**config.mk**
```make
export PLATFORM = sky130hd
export DESIGN_NAME = linear_array_deque
export DESIGN_NICKNAME = d
export VERILOG_FILES = /design/src/rtl/lad_pkg.sv /design/src/rtl/lad_ctrl.sv /design/src/rtl/lad_store.sv /design/src/rtl/linear_array_deque.sv
export SDC_FILE = /design/constraint.sdc
export NUM_CORES = 1
export LEC_CHECK = 0
export BUFFER_PORTS_ARGS = -buffer_cell sky130_fd_sc_hd__buf_2
export CAP_MARGIN = 10
export CORE_ASPECT_RATIO = 1.25
export CORE_MARGIN = 2
export CORE_UTILIZATION = 40
export CTS_CLUSTER_SIZE = 24
export DETAILED_ROUTE_END_ITERATION = 16
export MAX_ROUTING_LAYER = met4
export SYNTH_ARGS = -nofsm -noshare
export SYNTH_HDL_FRONTEND = slang
export SYNTH_SLANG_ARGS = --single-unit
```
**constraint.sdc**
```tcl
create_clock -name aclk -period 6.4 [get_ports aclk]
set_input_delay 0.32 -clock aclk [delete_from_list [all_inputs] [get_ports aclk]]
set_output_delay 0.32 -clock aclk [all_outputs]
set_load 0.02 [all_outputs]
```
**src/rtl/lad_pkg.sv**
```systemverilog
// ---------------------------------------------------------------------------
// lad_pkg - shared definitions for the linear array deque
// Operation and status codes, field widths and the default depth.
// ---------------------------------------------------------------------------
package lad_pkg;

    localparam int DEPTH_DEF = 8;
    localparam int DATA_W    = 32;
    localparam int CNT_W     = 4;
    localparam int OP_W      = 2;
    localparam int ST_W      = 2;
    localparam int OUT_W     = 40;

    typedef enum logic [OP_W-1:0] {
        OP_INS_REAR  = 2'd0,
        OP_INS_FRONT = 2'd1,
        OP_DEL_FRONT = 2'd2,
        OP_DEL_REAR  = 2'd3
    } lad_op_t;

    typedef enum logic [ST_W-1:0] {
        ST_OK            = 2'd0,
        ST_FULL          = 2'd1,
        ST_FRONT_REFUSED = 2'd2,
        ST_EMPTY         = 2'd3
    } lad_status_t;

    // Slot store strobes from the index controller
    typedef struct packed {
        logic wr_en;
        logic rd_en;
    } lad_mem_ctl_t;

endpackage

```
**src/rtl/lad_ctrl.sv**
```systemverilog
// ---------------------------------------------------------------------------
// lad_ctrl - index controller
// Holds front/rear indices and the empty mark, decodes one operation per
// transaction into slot strobes, status and the post-operation count/flags.
// ---------------------------------------------------------------------------
module lad_ctrl #(
    parameter int DEPTH = lad_pkg::DEPTH_DEF,
    parameter int IDX_W = $clog2(DEPTH)
) (
    input  logic                        aclk,
    input  logic                        aresetn,
    input  logic                        accept,
    input  lad_pkg::lad_op_t            op,
    output lad_pkg::lad_mem_ctl_t       mem_ctl,
    output logic [IDX_W-1:0]            wr_addr,
    output logic [IDX_W-1:0]            rd_addr,
    output lad_pkg::lad_status_t        status,
    output logic [lad_pkg::CNT_W-1:0]   count,
    output logic                        is_empty,
    output logic                        is_full
);
    import lad_pkg::*;

    localparam logic [IDX_W-1:0] LAST = IDX_W'(DEPTH - 1);

    logic [IDX_W-1:0] head_reg, head_next;
    logic [IDX_W-1:0] tail_reg, tail_next;
    logic             empty_reg, empty_next;
    logic             full_now;
    logic [IDX_W:0]   cnt_wide;

    assign full_now = !empty_reg && (tail_reg == LAST);

    always_comb begin
        head_next  = head_reg;
        tail_next  = tail_reg;
        empty_next = empty_reg;
        mem_ctl    = '0;
        wr_addr    = '0;
        rd_addr    = head_reg;
        status     = ST_OK;
        case (op)
            OP_INS_REAR: begin
                if (full_now) begin
                    status = ST_FULL;
                end else if (empty_reg) begin
                    head_next      = '0;
                    tail_next      = '0;
                    empty_next     = 1'b0;
                    mem_ctl.wr_en  = 1'b1;
                    wr_addr        = '0;
                end else begin
                    tail_next      = tail_reg + 1'b1;
                    mem_ctl.wr_en  = 1'b1;
                    wr_addr        = tail_reg + 1'b1;
                end
            end
            OP_INS_FRONT: begin
                if (full_now || empty_reg || head_reg == '0) begin
                    status = ST_FRONT_REFUSED;
                end else begin
                    head_next      = head_reg - 1'b1;
                    mem_ctl.wr_en  = 1'b1;
                    wr_addr        = head_reg - 1'b1;
                end
            end
            OP_DEL_FRONT: begin
                rd_addr = head_reg;
                if (empty_reg) begin
                    status = ST_EMPTY;
                end else begin
                    mem_ctl.rd_en = 1'b1;
                    if (head_reg == tail_reg) begin
                        head_next  = '0;
                        tail_next  = '0;
                        empty_next = 1'b1;
                    end else begin
                        head_next = head_reg + 1'b1;
                    end
                end
            end
            OP_DEL_REAR: begin
                rd_addr = tail_reg;
                if (empty_reg) begin
                    status = ST_EMPTY;
                end else begin
                    mem_ctl.rd_en = 1'b1;
                    if (head_reg == tail_reg) begin
                        head_next  = '0;
                        tail_next  = '0;
                        empty_next = 1'b1;
                    end else begin
                        tail_next = tail_reg - 1'b1;
                    end
                end
            end
            default: begin
                status = ST_OK;
            end
        endcase
        if (!accept) begin
            mem_ctl = '0;
        end
    end

    // Flags and count describe the state after this operation
    assign cnt_wide = empty_next ? '0
                    : ({1'b0, tail_next} - {1'b0, head_next} + 1'b1);
    assign count    = CNT_W'(cnt_wide);
    assign is_empty = empty_next;
    assign is_full  = !empty_next && (tail_next == LAST);

    always_ff @(posedge aclk) begin
        if (!aresetn) begin
            head_reg  <= '0;
            tail_reg  <= '0;
            empty_reg <= 1'b1;
        end else if (accept) begin
            head_reg  <= head_next;
            tail_reg  <= tail_next;
            empty_reg <= empty_next;
        end
    end

endmodule

```
**src/rtl/lad_store.sv**
```systemverilog
// ---------------------------------------------------------------------------
// lad_store - slot memory
// One write port and one read port with registered read data.
// ---------------------------------------------------------------------------
module lad_store #(
    parameter int DEPTH = lad_pkg::DEPTH_DEF,
    parameter int IDX_W = $clog2(DEPTH)
) (
    input  logic                         aclk,
    input  lad_pkg::lad_mem_ctl_t        mem_ctl,
    input  logic [IDX_W-1:0]             wr_addr,
    input  logic [lad_pkg::DATA_W-1:0]   wr_data,
    input  logic [IDX_W-1:0]             rd_addr,
    output logic [lad_pkg::DATA_W-1:0]   rd_data
);
    import lad_pkg::*;

    logic [DATA_W-1:0] mem [DEPTH];
    logic [DATA_W-1:0] rd_data_reg;

    always_ff @(posedge aclk) begin
        if (mem_ctl.wr_en) begin
            mem[wr_addr] <= wr_data;
        end
    end

    always_ff @(posedge aclk) begin
        if (mem_ctl.rd_en) begin
            rd_data_reg <= mem[rd_addr];
        end
    end

    assign rd_data = rd_data_reg;

endmodule

```
**src/rtl/linear_array_deque.sv**
```systemverilog
// ---------------------------------------------------------------------------
// linear_array_deque - double-ended queue in a fixed, non-circular array
// Insert/remove at either end, one result transaction per input transaction.
// ---------------------------------------------------------------------------
// Each input transaction carries an operation in s_tuser and a value in
// s_tdata; exactly one result transaction follows with the removed value,
// status, count and empty/full flags. The block takes one transaction per
// cycle, stalling input only while a held result is not taken, and the
// result appears in the cycle after acceptance: the indices update at the
// accepting edge and the slot memory's registered read port delivers the
// removed entry with the rest of the result register. The array does not
// wrap: the rear grows only up to slot DEPTH-1 and the front only into
// slots freed by front removals. No clearing pass is needed after reset.
module linear_array_deque #(
    parameter int DEPTH = lad_pkg::DEPTH_DEF
) (
    input  logic                          aclk,
    input  logic                          aresetn,
    input  logic                          s_tvalid,
    output logic                          s_tready,
    input  logic [lad_pkg::DATA_W-1:0]    s_tdata,  // [31:0] value
    input  logic [lad_pkg::OP_W-1:0]      s_tuser,  // [1:0] operation
    output logic                          m_tvalid,
    input  logic                          m_tready,
    // [31:0] removed_value, [33:32] status, [37:34] count,
    // [38] is_empty, [39] is_full
    output logic [lad_pkg::OUT_W-1:0]     m_tdata
);
    import lad_pkg::*;

    localparam int IDX_W = $clog2(DEPTH);

    logic             accept;
    lad_op_t          op;
    lad_mem_ctl_t     mem_ctl;
    logic [IDX_W-1:0] wr_addr;
    logic [IDX_W-1:0] rd_addr;
    lad_status_t      status;
    logic [CNT_W-1:0] count;
    logic             is_empty;
    logic             is_full;
    logic [DATA_W-1:0] rd_data;

    logic             m_tvalid_reg;
    logic             rm_ok_reg;
    lad_status_t      status_reg;
    logic [CNT_W-1:0] count_reg;
    logic             empty_reg;
    logic             full_reg;
    logic [DATA_W-1:0] removed_value;

    assign s_tready = !m_tvalid_reg || m_tready;
    assign accept   = s_tvalid && s_tready;
    assign op       = lad_op_t'(s_tuser);

    lad_ctrl #(
        .DEPTH (DEPTH),
        .IDX_W (IDX_W)
    ) u_ctrl (
        .aclk     (aclk),
        .aresetn  (aresetn),
        .accept   (accept),
        .op       (op),
        .mem_ctl  (mem_ctl),
        .wr_addr  (wr_addr),
        .rd_addr  (rd_addr),
        .status   (status),
        .count    (count),
        .is_empty (is_empty),
        .is_full  (is_full)
    );

    lad_store #(
        .DEPTH (DEPTH),
        .IDX_W (IDX_W)
    ) u_store (
        .aclk    (aclk),
        .mem_ctl (mem_ctl),
        .wr_addr (wr_addr),
        .wr_data (s_tdata),
        .rd_addr (rd_addr),
        .rd_data (rd_data)
    );

    always_ff @(posedge aclk) begin
        if (!aresetn) begin
            m_tvalid_reg <= 1'b0;
        end else if (accept) begin
            m_tvalid_reg <= 1'b1;
        end else if (m_tready) begin
            m_tvalid_reg <= 1'b0;
        end
    end

    always_ff @(posedge aclk) begin
        if (accept) begin
            rm_ok_reg  <= mem_ctl.rd_en;
            status_reg <= status;
            count_reg  <= count;
            empty_reg  <= is_empty;
            full_reg   <= is_full;
        end
    end

    // Zero the removed value unless a removal succeeded
    assign removed_value = rm_ok_reg ? rd_data : '0;

    assign m_tvalid = m_tvalid_reg;
    assign m_tdata  = {full_reg, empty_reg, count_reg, status_reg, removed_value};

`ifndef SYNTHESIS
    a_flags_exclusive : assert property (@(posedge aclk) disable iff (!aresetn)
        m_tvalid |-> !(m_tdata[38] && m_tdata[39]))
        else $error("deque reports empty and full together");

    a_empty_zero_value : assert property (@(posedge aclk) disable iff (!aresetn)
        (m_tvalid && m_tdata[33:32] == ST_EMPTY) |-> (m_tdata[31:0] == '0 && m_tdata[38]))
        else $error("empty removal returned data or left entries");

    a_empty_count : assert property (@(posedge aclk) disable iff (!aresetn)
        (m_tvalid && m_tdata[38]) |-> (m_tdata[37:34] == '0))
        else $error("empty deque reports nonzero count");

    a_full_refusal : assert property (@(posedge aclk) disable iff (!aresetn)
        (m_tvalid && m_tdata[33:32] == ST_FULL) |-> m_tdata[39])
        else $error("rear refusal while not full");
`endif

endmodule

```
-- After elaboration in Yosys (flattened, before gate mapping)
Memories as Yosys holds them, arrays and structs flattened. A register that Yosys moved wholly into a read port is not among the register bits.
Cells that the tools add are included.
- memories: 1
- register bits: 17
- bits in latches: 0
- memory bits (writable): 256
- bits in read-only memories: 0
- output and inout bits: 42
- memory list (memory ; depth ; width ; rd ports ; clocked after Yosys merged registers in ; wr ports ; line ; text):
    u_store.mem ; 8 ; 32 ; 1 ; 1 ; 1 ; lad_store.sv:18 ; logic [DATA_W-1:0] mem [DEPTH];
- $add $sub $neg: 6
- muxes and demuxes: 38
- shift operators: 0
- div/mod/pow operators: 0
- bitwise gates (word level): 0
- reduce and logical (&&, ||, !) cells: 13
- $lt $le $gt $ge: 0
- equality and inequality tests: 6
- multiply operators: 0
- operators by type and width (kind ; count):
    $mux 3 ; 16
    $mux 32 ; 1
    $mux 1 ; 12
    $pmux 3 s4 ; 1
    $pmux 3 s3 ; 1
    $add 3x1->3 const B ; 2
    $eq 3x3->1 const B ; 2
    $mux 2 ; 3
    $pmux 2 s3 ; 1
    $pmux 3 s2 ; 1
    $sub 3x1->3 const B ; 2
    $add 4x1->4 const B ; 1
    $eq 2x2->1 const B ; 2
    $pmux 1 s2 ; 2
    $sub 3x3->4 ; 1
    $eq 3x3->1 ; 1
    $logic_and 1x1->1 ; 3
    $logic_not 1->1 ; 3
    $logic_not 3->1 ; 1
    $logic_or 1x1->1 ; 3
    $eq 2x1->1 const B ; 1
    $logic_not 2->1 ; 1
    $reduce_bool 2->1 ; 1
    $reduce_or 2->1 ; 1

-- Longest topological paths before layout
Gate-level depths: netlist of the first run.
- depth in word-level cells: 9
- depth in mapped cells: 14

-- By module
From an unflattened synthesis of the first run, not the netlist that was laid out.
- cells, all modules: 632
- area, all modules: 12620.9 um^2
- by module, submodules not included (module ; area each (um^2) ; cells each ; instances):
    lad_store ; 10786.6 ; 415 ; 1
    lad_ctrl ; 1242.4 ; 166 ; 1
    linear_array_deque ; 591.8 ; 51 ; 1

-- Worst setup path before layout of the first run
Ideal clock, no wire load.
- path type: register -> register
- start: reg u_ctrl.tail_reg[1]
- end: mem u_store.mem[3][0], enable pin
- slack: 2997 ps
- arrival: 2982 ps
- cell stages (with the launch flop): 9
- path buffers: 1
- path through: dfxtp_1 ha_1 ha_1 clkbuf_1 nor3_1 nand3_1 o21ai_0 nand2_1 nor2_1
- cells in the longest elaborated chain, start to end: 9
- elaborated cells between the ends (all ways): 15
- RTL lines (item ; line ; text):
    from (decl) ; lad_ctrl.sv:27 ; logic [IDX_W-1:0] tail_reg, tail_next;
    from (signal assigned) ; lad_ctrl.sv:120 ; tail_reg <= tail_next;
    $eq 3x3->1 ; lad_ctrl.sv:32 ; assign full_now = !empty_reg && (tail_reg == LAST);
    $logic_and 1x1->1 ; lad_ctrl.sv:32 ;
    $logic_or 1x1->1 (2 in series) ; lad_ctrl.sv:59 ; if (full_now || empty_reg || head_reg == '0) begin
    $mux 1 ; lad_ctrl.sv:59 ;
    $pmux 1 s2 ; lad_ctrl.sv:42 ; case (op)
    $mux 2 ; lad_ctrl.sv:101 ; if (!accept) begin
    $mux 1 ; lad_store.sv:22 ; if (mem_ctl.wr_en) begin
    $mux 1 (not written as such) ; lad_store.sv:23 ; mem[wr_addr] <= wr_data;
    to (decl) ; lad_store.sv:18 ;
Parallel ways exist; a longest one is shown, timed or not.

-- Final worst setup path of the first run
- start: reg u_ctrl.head_reg[2]
- end: reg count_reg[3], data pin
- cells in the longest elaborated chain, start to end: 6
- elaborated cells between the ends (all ways): 23
- RTL lines (item ; line ; text):
    from (decl) ; lad_ctrl.sv:26 ; logic [IDX_W-1:0] head_reg, head_next;
    from (signal assigned) ; lad_ctrl.sv:119 ; head_reg <= head_next;
    $eq 3x3->1 (*) ; lad_ctrl.sv:73, lad_ctrl.sv:88 ;
    $mux 3 (on tied branches) ; lad_ctrl.sv:88, lad_ctrl.sv:73 ;
    $mux 3 (on tied branches) ; lad_ctrl.sv:84, lad_ctrl.sv:69 ;
    $pmux 3 s3 (*) ; lad_ctrl.sv:42 ;
    via u_ctrl.tail_next[0] ; lad_ctrl.sv:27 ;
    $sub 3x3->4 (*) ; lad_ctrl.sv:108 ; : ({1'b0, tail_next} - {1'b0, head_next} + 1'b1);
    $add 4x1->4 (*) ; lad_ctrl.sv:108 ;
    to (signal assigned) ; linear_array_deque.sv:99 ; count_reg <= count;
    to (decl) ; linear_array_deque.sv:47 ; logic [CNT_W-1:0] count_reg;
The timed path passes the listed nets; every way through them passes the cells marked *.
A chain may end at the register's enable or synchronous reset.

==> results of run 1 <==
## stage by stage
stage	hold WS, ns	cells	instance area, um2	worst slack [ns]
2_1_floorplan	0.409	620	12500	3.00
3_3_place_gp	0.516	1085	13300	3.08
3_5_place_dp	0.544	1085	13300	3.02
4_1_cts	0.000645	1137	14400	3.00
5_1_grt	0.0223	1140	14400	2.71
6_report	0.0235	1141	14400	2.96
## routing by layer
metal	up-vias	part of all wire (%)	global-route usage, %
li1	2742	-	-
met1	3121	40	18.8
met2	131	53	27.4
met3	42	4.8	2.78
met4	0	2.1	4.55
met5	-	0	-
## cell usage in the layout (no fill, tap or decap), drive strengths merged, types with 4 or more instances in the layout
cell	n
diode	4
nand2	15
nor2b	7
bufinv	6
xor2	4
clkinv	13
o21ai	15
o311ai	4
edfxtp	297
buf	92
inv	13
mux2	32
nor4	4
dfxtp	8
nand2b	5
a21oi	11
and2	32
mux4	64
ha	11
nor2	17
nand3	7
clkbuf	29
## what timing repair did
item | CTS | global route
setup buffers | 0 | 0
hold buffers | 1 | 0
hold endpoints to repair | 8 | 0
## final cells by class
cell class	count	area, um2
well taps	407	509
inverters	13	48.8
multi-input cells	268	3220
clock inverters	22	292
fillers	2566	16400
repair buffers	93	503
diodes	4	10.0
clock buffers	29	704
flip-flops and latches	305	9080
## how the worst max path moves through the flow
stage / start / to / slack, ns / depth (start not counted)
3_3_place_gp: u_ctrl.tail_reg[0] / count_reg[3] / 3.08 / 13
4_1_cts: u_ctrl.tail_reg[0] / count_reg[3] / 3.00 / 13
3_5_place_dp: u_ctrl.tail_reg[0] / count_reg[3] / 3.02 / 13
5_1_grt: u_ctrl.head_reg[2] / count_reg[3] / 2.71 / 10
2_1_floorplan: u_ctrl.tail_reg[1] / u_store.mem[3][0] / 3.00 / 8
6_report: u_ctrl.head_reg[2] / count_reg[3] / 2.96 / 10
## where the power goes
group	leakage (nW)	total [mW]	switching [mW]	internal [mW]
Combinational	1.74	0.298	0.166	0.132
Clock	0.477	1.77	0.724	1.05
Sequential	2.75	2.24	0.0151	2.22
## kinds of logic (layout without fill, tap and decap cells)
| kind of cell | Yosys count | after routing |
|---|---|---|
| fa+ha+maj | 12 | 12 |
| xor+xnor | 5 | 5 |
| other cells | 0 | 4 |
| buf+inv | 47 | 157 |
| simple gates | 99 | 99 |
| flops | 305 | 305 |
| compound gates | 53 | 53 |
| mux | 99 | 99 |
## worst max-delay path, cell delays in order, from the launching register on
cell and delay [ns]:
dfxtp_1 0.70, xor2_1 0.19, nor3_1 0.55, inv_1 0.13, a311oi_1 0.45, inv_1 0.09, ha_1 0.20, ha_1 0.21
fa_1 0.43, xor2_1 0.15, nor2_1 0.05
==> run_results.csv, run 1 <==
group,metric,value,unit
placement,portBuffers,79,
setup_path,crit_required,6.68,ns
floorplan,num_io_pins,80,
timing,worst_slew_pin_slew,1.16,ns
setup_path,cp.arrival,3.72,ns
setup_path,critical_path_class,"register to register",
power,p_leak,4.97,nW
setup_path,endpoint_kind,"register",
floorplan,chipWidth,162,um
flow_run,maxCapViolations,0,
timing,fin_skew,0.0160,ns
min_path,hold_path_end,"u_store.mem[3][13]",
synthesis,yosys-top-cells-area,"edfxtp_1 (72%), mux4_1 (9.7%), mux4_2 (3.3%)",
synthesis,synth_top_flop_cell,"edfxtp_1",
clocking,clock_path_buffers,3,
timing,relSlewSlack,22.6,%
floorplan,initial_core_util,40.5,%
setup_path,r2r_slack,2.96,ns
global_route,antenna_found_initial,3,
clocking,numCtsBuffers,28,
min_path,whs_path_depth,1,
timing,hold_violations,0,
synthesis,synth_top_family_by_area,"multiplexers",
route,via_per_inst,5.29,
power,vdd_ir_drop_max,133,uV
clocking,clock-root-buffer,"clkbuf_16",
placement,place_hpwl,13300,um
route,drcViolationCount,0,
timing,fmax,291,MHz
synthesis,synth_compound_area_share,2.80,%
floorplan,rows,72,
synthesis,syn_inst,620,
clocking,clkSinkCount,305,
route,drt-pass1-iter-count,4,
finish,fin_util,46.6,%
synthesis,post_synth_xor_area_fraction,0.351,%
setup_path,r2r_cells,10,
min_path,min_from,"s_tdata[13]",
floorplan,die_height,201,um
synthesis,syn_avg_cell_area,20.1,um2
timing,setup_viol,0,
synthesis,yosysTopAreaCellShare,71.5,%
synthesis,synth_nets,670,
finish,nets,759,
power,pwr_density_cell,300,mW/mm2
synthesis,ys_seq_elements,305,
global_route,grt_pass1_wl,37800,um
power,p_total,4.31,mW
setup_path,cp_max_fo,14,
clocking,h-tree-depth,1,
min_path,min-delay-path-class,"input pin to register",
route,drt-wirelength-per-cell,21.7,um
synthesis,yosysWarnings,0,
global_route,grt_pass1_vias,6418,
setup_path,r2r-end,"count_reg[3]",
synthesis,async_flop_share,0,%
synthesis,synth_top_area_cell,"edfxtp_1",
synthesis,yosys-mux-area-fraction,16.1,%
synthesis,syn_area,0.0125,mm2
global_route,overflow,0,
timing,report.final.slew_viol_count,0,
clocking,clk_latency,0.56,ns
status,outcome,"completed",
route,drtIter0Drc,354,
synthesis,synth_fa_ha_area_share,1.26,%
finish,largest_register_ff_count,256,
route,vias,6036,
timing,setup_tns,0,ns
setup_path,startpoint_type,"register",
finish,drive_above_1_share,27.5,%
synthesis,synthSimpleGateAreaFrac,4.47,%
route,finalWirelength,24800,um
synthesis,ys_top_cells_by_count,"edfxtp_1 (297), mux4_1 (46), and2_1 (32), mux2_2 (32), mux4_2 (18)",
timing,fin_crit_sh,53.7,%
synthesis,synth-edff-count,297,
placement,place.gp.congestion,0.856,
floorplan,die-area,0.0326,mm2
clocking,clk_pin_slew,0.06,ns
clocking,post_cts_resized,0,
route,antenna_left,0,
timing,rsz0062_at_grt,"false",
global_route,gr-usage-all-layers,15.8,%
synthesis,synth_most_common_cell,"edfxtp_1",
clocking,cts_tree,"yes",
synthesis,synth.distinct_cells,54,
global_route,grt_max_degree,65,
setup_path,timing.rr.start,"u_ctrl.head_reg[2]",
finish,area.growth.synth_to_final,15.2,%
floorplan,design.core.area,0.0308,mm2
timing,layout_min_cycle_time,3.44,ns
synthesis,seq_area_frac_synth,72.8,%
(Power assumes the default switching activity.)
==> run 2, diff against run 1 <==
==> constraint.sdc (replaced) <==
create_clock -name aclk -period 3.23 [get_ports aclk]
set_input_delay 0.1615 -clock aclk [delete_from_list [all_inputs] [get_ports aclk]]
set_output_delay 0.1615 -clock aclk [all_outputs]
set_load 0.02 [all_outputs]
==> run 2 against run 1 <==
Count of clock-buffer cells in the layout rose by 6. Die area did not move. Total power rose by 93%. First-iteration DRC count rose by 55%. Register-to-register slack got worse by 2.8 ns. Largest power group unchanged.
==> run_results.csv, run 2 (same netlist as run 1, synthesis figures left out) <==
group,metric,value,unit
status,outcome,"completed",
timing,layout_min_cycle_time,3.07,ns
power,p_leak,5.18,nW
timing,hold_violations,0,
global_route,overflow,0,
global_route,antenna_found_initial,1,
timing,setup_viol,0,
global_route,grt_pass1_vias,6572,
setup_path,critical_path_class,"register to register",
route,drt-wirelength-per-cell,20.9,um
finish,final_cell_mix,"edfxtp_1 (297), buf_2 (79), mux4_1 (46)",
power,p_total,8.32,mW
global_route,grt_pass1_wl,38400,um
finish,drive_above_1_share,27.9,%
setup_path,cp_max_fo,9,
timing,fin_skew,0.0165,ns
floorplan,design.core.area,0.0308,mm2
clocking,numCtsBuffers,28,
global_route,grt_max_degree,39,
route,via_per_inst,5.25,
clocking,clkSinkCount,305,
timing,fmax,326,MHz
timing,fin_crit_sh,95.0,%
timing,worst_slew_pin_slew,0.632,ns
finish,mostFrequentLayoutCell,"edfxtp_1",
timing,whs,0.197,ns
setup_path,crit_required,3.49,ns
route,vias,6234,
finish,nets,808,
clocking,post-cts-setup-buffers,0,
min_path,min-delay-path-class,"input pin to register",
setup_path,startpoint_type,"register",
clocking,clk_pin_slew,0.06,ns
timing,setup_slack,0.161,ns
clocking,cts_tree,"yes",
finish,nFillCells,2558,
placement,place_hpwl,14100,um
timing,report.final.slew_viol_count,0,
clocking,clk_latency,0.55,ns
clocking,clock_path_buffers,3,
power,vdd_ir_drop_max,344,uV
clocking,clock-root-buffer,"clkbuf_16",
setup_path,cp.arrival,3.33,ns
route,drt-pass1-iter-count,5,
finish,multi_input_area,0.00323,mm2
placement,portBuffers,79,
floorplan,num_io_pins,80,
finish,area.growth.synth_to_final,19.0,%
route,finalWirelength,24800,um
route,drcViolationCount,0,
finish,largest_register_ff_count,256,
floorplan,initial_core_util,40.5,%
clocking,h-tree-depth,1,
route,drtIter0Drc,548,
global_route,gr-usage-all-layers,16.0,%
setup_path,endpoint_kind,"register",
floorplan,die-area,0.0326,mm2
placement,place.gp.congestion,0.909,
power,pwr_density_cell,561,mW/mm2
route,antenna_left,0,
finish,seq_area,0.00908,mm2
timing,relSlewSlack,57.8,%
floorplan,chipWidth,162,um
flow_run,maxCapViolations,0,
floorplan,die_height,201,um
floorplan,rows,72,
placement,post-place-ws,0.107,ns
[run 2: changes by cell type in the layout (fill, tap and decap cells not counted), sizes merged, moves of 2 or more]
| cell | delta |
|---|---|
| buf | +15 |
| dlygate4sd3 | +34 |
| clkinvlp | -2 |
| bufinv | -3 |
| diode | -3 |
| clkbuf | +6 |
[run 2: area by class of cell]
cell class | count | area share (%)
inverter | 13 | 0.329
sequential | 305 | 61.2
clock buffer | 35 | 5.04
tap | 407 | 3.43
clock inverter | 16 | 1.05
timing repair buffer | 142 | 7.20
multi-input combinational | 268 | 21.8
antenna | 1 | 0.0169
[run 2: critical path: stages, from the launching register on]
cell,delay [ns]
dfxtp_1,0.32
ha_1,0.20
ha_2,0.23
nor3_1,0.29
nand3_1,0.15
o211a_1,0.15
o22ai_1,0.16
nand2_1,0.12
ha_1,0.28
inv_1,0.04
ha_1,0.20
fa_1,0.45
xor2_1,0.17
nor2_1,0.05
[run 2: metrics by stage]
stage,instance area [um2],setup TNS (ns),utilization (%),instances
after floorplan,12500,-35.57,-,620
after global placement,13600,0,44.1,1100
after detailed placement,13600,0,44.1,1100
after CTS,14800,0,48.1,1186
after global routing,14800,-0.0177,48.2,1187
final,14800,0,48.2,1187
[run 2: layer usage]
layer / GRT usage, % / vias to the layer above / wire [um] / share of wire [%]
met1: 19.9 / 3177 / 10300 / 42
met4: 4.08 / 0 / 449 / 1.8
met3: 2.62 / 40 / 1230 / 5.0
li1: - / 2841 / - / -
met5: - / - / 0 / 0
met2: 27.4 / 176 / 12800 / 52
[run 2: final timing paths]
check,from,slack [ns],depth (start not counted),end
max,u_ctrl.tail_reg[0],0.16,13,count_reg[3]
max reg2reg,u_ctrl.tail_reg[0],0.16,13,count_reg[3]
min,m_tready,0.20,5,u_ctrl.tail_reg[1]
min reg2reg,u_ctrl.head_reg[0],0.60,2,u_ctrl.head_reg[0]
[run 2: timing repair]
item,CTS,global route
setup endpoints to repair,0,2
hold buffers,35,0
resized for setup,0,5
hold endpoints to repair,264,0
[run 2: power breakdown]
| part | switching [mW] | internal [mW] | leakage [nW] |
|---|---|---|---|
| clock network | 1.36 | 1.88 | 0.445 |
| registers | 0.0270 | 4.40 | 2.75 |
| logic | 0.347 | 0.307 | 1.99 |
| total | 1.73 | 6.59 | 5.18 |
==> run 3, diff against run 2 <==
--- a/config.mk
+++ b/config.mk
@@ -5,6 +5,7 @@
 export SDC_FILE = /design/constraint.sdc
 export NUM_CORES = 1
 export LEC_CHECK = 0
+export ABC_AREA = 1
 export BUFFER_PORTS_ARGS = -buffer_cell sky130_fd_sc_hd__buf_2
 export CAP_MARGIN = 10
 export CORE_ASPECT_RATIO = 1.25
==> run 3 against run 2 <==
First-iteration DRC count fell by 3.5%. Non-clock buffer count grew 7. Register-to-register slack improved by 0.03 ns. Critical path depth decreased by 1. Count of clock-buffer cells in the layout shrank 3. Clock power shrank 2%. Largest cell class unchanged.
==> run_results.csv, run 3 <==
group,metric,value,unit
setup_path,endpoint_kind,"register",
floorplan,design.core.area,0.0308,mm2
setup_path,cp_common_cell,"ha_1",
synthesis,syn_inst,1027,
clocking,post-cts-setup-buffers,0,
timing,fin_skew,0.0123,ns
global_route,grt_pass1_vias,7752,
min_path,min-delay-path-class,"input pin to register",
floorplan,num_io_pins,80,
placement,place.gp.congestion,0.936,
clocking,clk_latency,0.56,ns
placement,place_hpwl,15900,um
global_route,grt_pass1_wl,42700,um
timing,fmax,329,MHz
timing,layout_min_cycle_time,3.04,ns
power,p_leak,5.48,nW
synthesis,synth_top_flop_cell,"edfxtp_1",
route,vias,8004,
power,p_total,8.50,mW
route,drtIter0Drc,529,
setup_path,critical_path_class,"register to register",
route,finalWirelength,27700,um
setup_path,cp_num_buf_inv,0,
synthesis,synth_top_area_cell,"edfxtp_1",
global_route,antenna_found_initial,2,
placement,place_inst,1494,
clocking,numCtsBuffers,28,
flow_run,maxCapViolations,0,
finish,area.growth.synth_to_final,19.0,%
route,routed-wl-met2,13800,um
clocking,h-tree-depth,1,
floorplan,chipWidth,162,um
placement,place_area,0.0136,mm2
floorplan,die_height,201,um
timing,whs,0.145,ns
synthesis,ys_top_cells_by_count,"edfxtp_1 (297), nor2_1 (155), nand2_1 (120)",
setup_path,crit_family,"adder cells",
timing,fin_crit_sh,94.0,%
setup_path,cp_slowest_cell,"fa_2",
global_route,overflow,0,
synthesis,seq_area_frac_synth,72.7,%
route,dr_wl_met3,1060,um
timing,worst_slew_pin_slew,0.786,ns
floorplan,initial_core_util,40.5,%
timing,relSlewSlack,47.6,%
timing,hold_violations,0,
finish,final_cell_mix,"edfxtp_1 (297), nor2_1 (147), nand2_1 (120)",
finish,fin_area,0.0148,mm2
timing,report.final.slew_viol_count,0,
synthesis,async_flop_share,0,%
setup_path,cp_max_fo,3,
clocking,clkSinkCount,305,
route,antenna_left,0,
global_route,grt_max_degree,65,
synthesis,ys_seq_elements,305,
clocking,cts_tree,"yes",
finish,drive_above_1_share,15.4,%
status,outcome,"completed",
synthesis,synth_most_common_cell,"edfxtp_1",
floorplan,die-area,0.0326,mm2
synthesis,syn_area,0.0125,mm2
synthesis,synth.distinct_cells,31,
clocking,clk_pin_slew,0.06,ns
finish,nets,1201,
finish,mostFrequentLayoutCell,"edfxtp_1",
synthesis,synth_nets,1077,
route,drt-pass1-iter-count,4,
global_route,gr-usage-all-layers,17.5,%
route,wl_met1,12100,um
finish,fin_cells,1581,
route,top_layer,"met4",
clocking,clock_path_buffers,3,
route,drt-wirelength-per-cell,17.5,um
finish,largest_register_ff_count,256,
setup_path,crit_required,3.53,ns
finish,nFillCells,2797,
power,pwr_density_cell,572,mW/mm2
synthesis,yosysTopAreaCellShare,71.5,%
power,vdd_ir_drop_max,387,uV
route,drcViolationCount,0,
clocking,clock-root-buffer,"clkbuf_16",
synthesis,synth-edff-count,297,
synthesis,syn_avg_cell_area,12.2,um2
synthesis,yosys-top-cells-area,"edfxtp_1 (71%), nor2_1 (4.7%), o21ai_1 (4.3%)",
floorplan,rows,72,
setup_path,cpPeakStageDelay,0.38,ns
route,via_per_inst,5.06,
timing,rsz0062_at_grt,"false",
timing,setup_viol,0,
synthesis,yosysWarnings,0,
placement,portBuffers,79,
setup_path,cp.arrival,3.34,ns
setup_path,startpoint_type,"register",
setup_path,worstPathCellList,"ha_1, ha_2, or2_2, a21oi_2, ha_1, or2_2, o211a_1, ha_1, ha_2, fa_2, xor2_1, nor2_1",
run 3: stage by stage:
stage	TNS [ns]	worst slack, ns	utilization (%)
floorplan	-34.45	-0.269	-
global placement	0	0.101	44.2
detailed placement	0	0.0593	44.2
CTS	0	0.0551	48.1
global route	0	0.0482	48.2
finish	0	0.193	48.2
run 3: path summary, 6_finish.rpt:
kind                 startpoint            to  slack (ns)  cells after the start
max          u_ctrl.tail_reg[0]  count_reg[3]        0.19                     12
min                    s_tvalid      m_tvalid        0.14                      4
max reg2reg  u_ctrl.tail_reg[0]  count_reg[3]        0.19                     12
min reg2reg            m_tvalid      m_tvalid        0.52                      2
run 3: logic make-up after synthesis:
logic type	after synthesis	share of synthesized area, %
DFF	305	72.7
and+or+nand+nor	294	9.14
buffers and inverters	157	5.42
adders and majority gates	12	1.26
AOI/OAI and AO/OA	255	11.1
xor gates and xnor gates	4	0.281
run 3: tightest hold or removal path: stages:
cell and delay (ns):
buf_2 0.07, nand2_1 0.09, buf_4 0.20, a21oi_1 0.13
run 3: timing repair:
item | in CTS | in global routing
setup endpoints to repair | 0 | 1
gates resized for setup | 0 | 3
hold endpoints to repair | 260 | 0
hold buffers | 34 | 0
run 3: power breakdown:
| group | internal (mW) | switching [mW] | total [mW] |
|---|---|---|---|
| combinational | 0.305 | 0.590 | 0.894 |
| sequential | 4.42 | 0.0188 | 4.43 |
| clock | 1.76 | 1.41 | 3.17 |
| total | 6.48 | 2.02 | 8.50 |
run 3: cell type report:
type / count / area (um2) / share of cell area (%)
sequential: 305 / 9080 / 61.1
multi-input combinational: 565 / 2830 / 19.1
timing repair buffer: 149 / 1160 / 7.79
clock buffer: 32 / 716 / 4.82
tap: 407 / 509 / 3.43
inverter: 102 / 385 / 2.60
clock inverter: 19 / 166 / 1.12
antenna: 2 / 5.00 / 0.0337
run 3: routing by layer:
| layer | global-route usage (%) | up-vias |
|---|---|---|
| met1 | 22.3 | 3918 |
| met4 | 6.01 | 0 |
| met2 | 29.0 | 167 |
| met5 | - | - |
| li1 | - | 3871 |
| met3 | 2.16 | 48 |
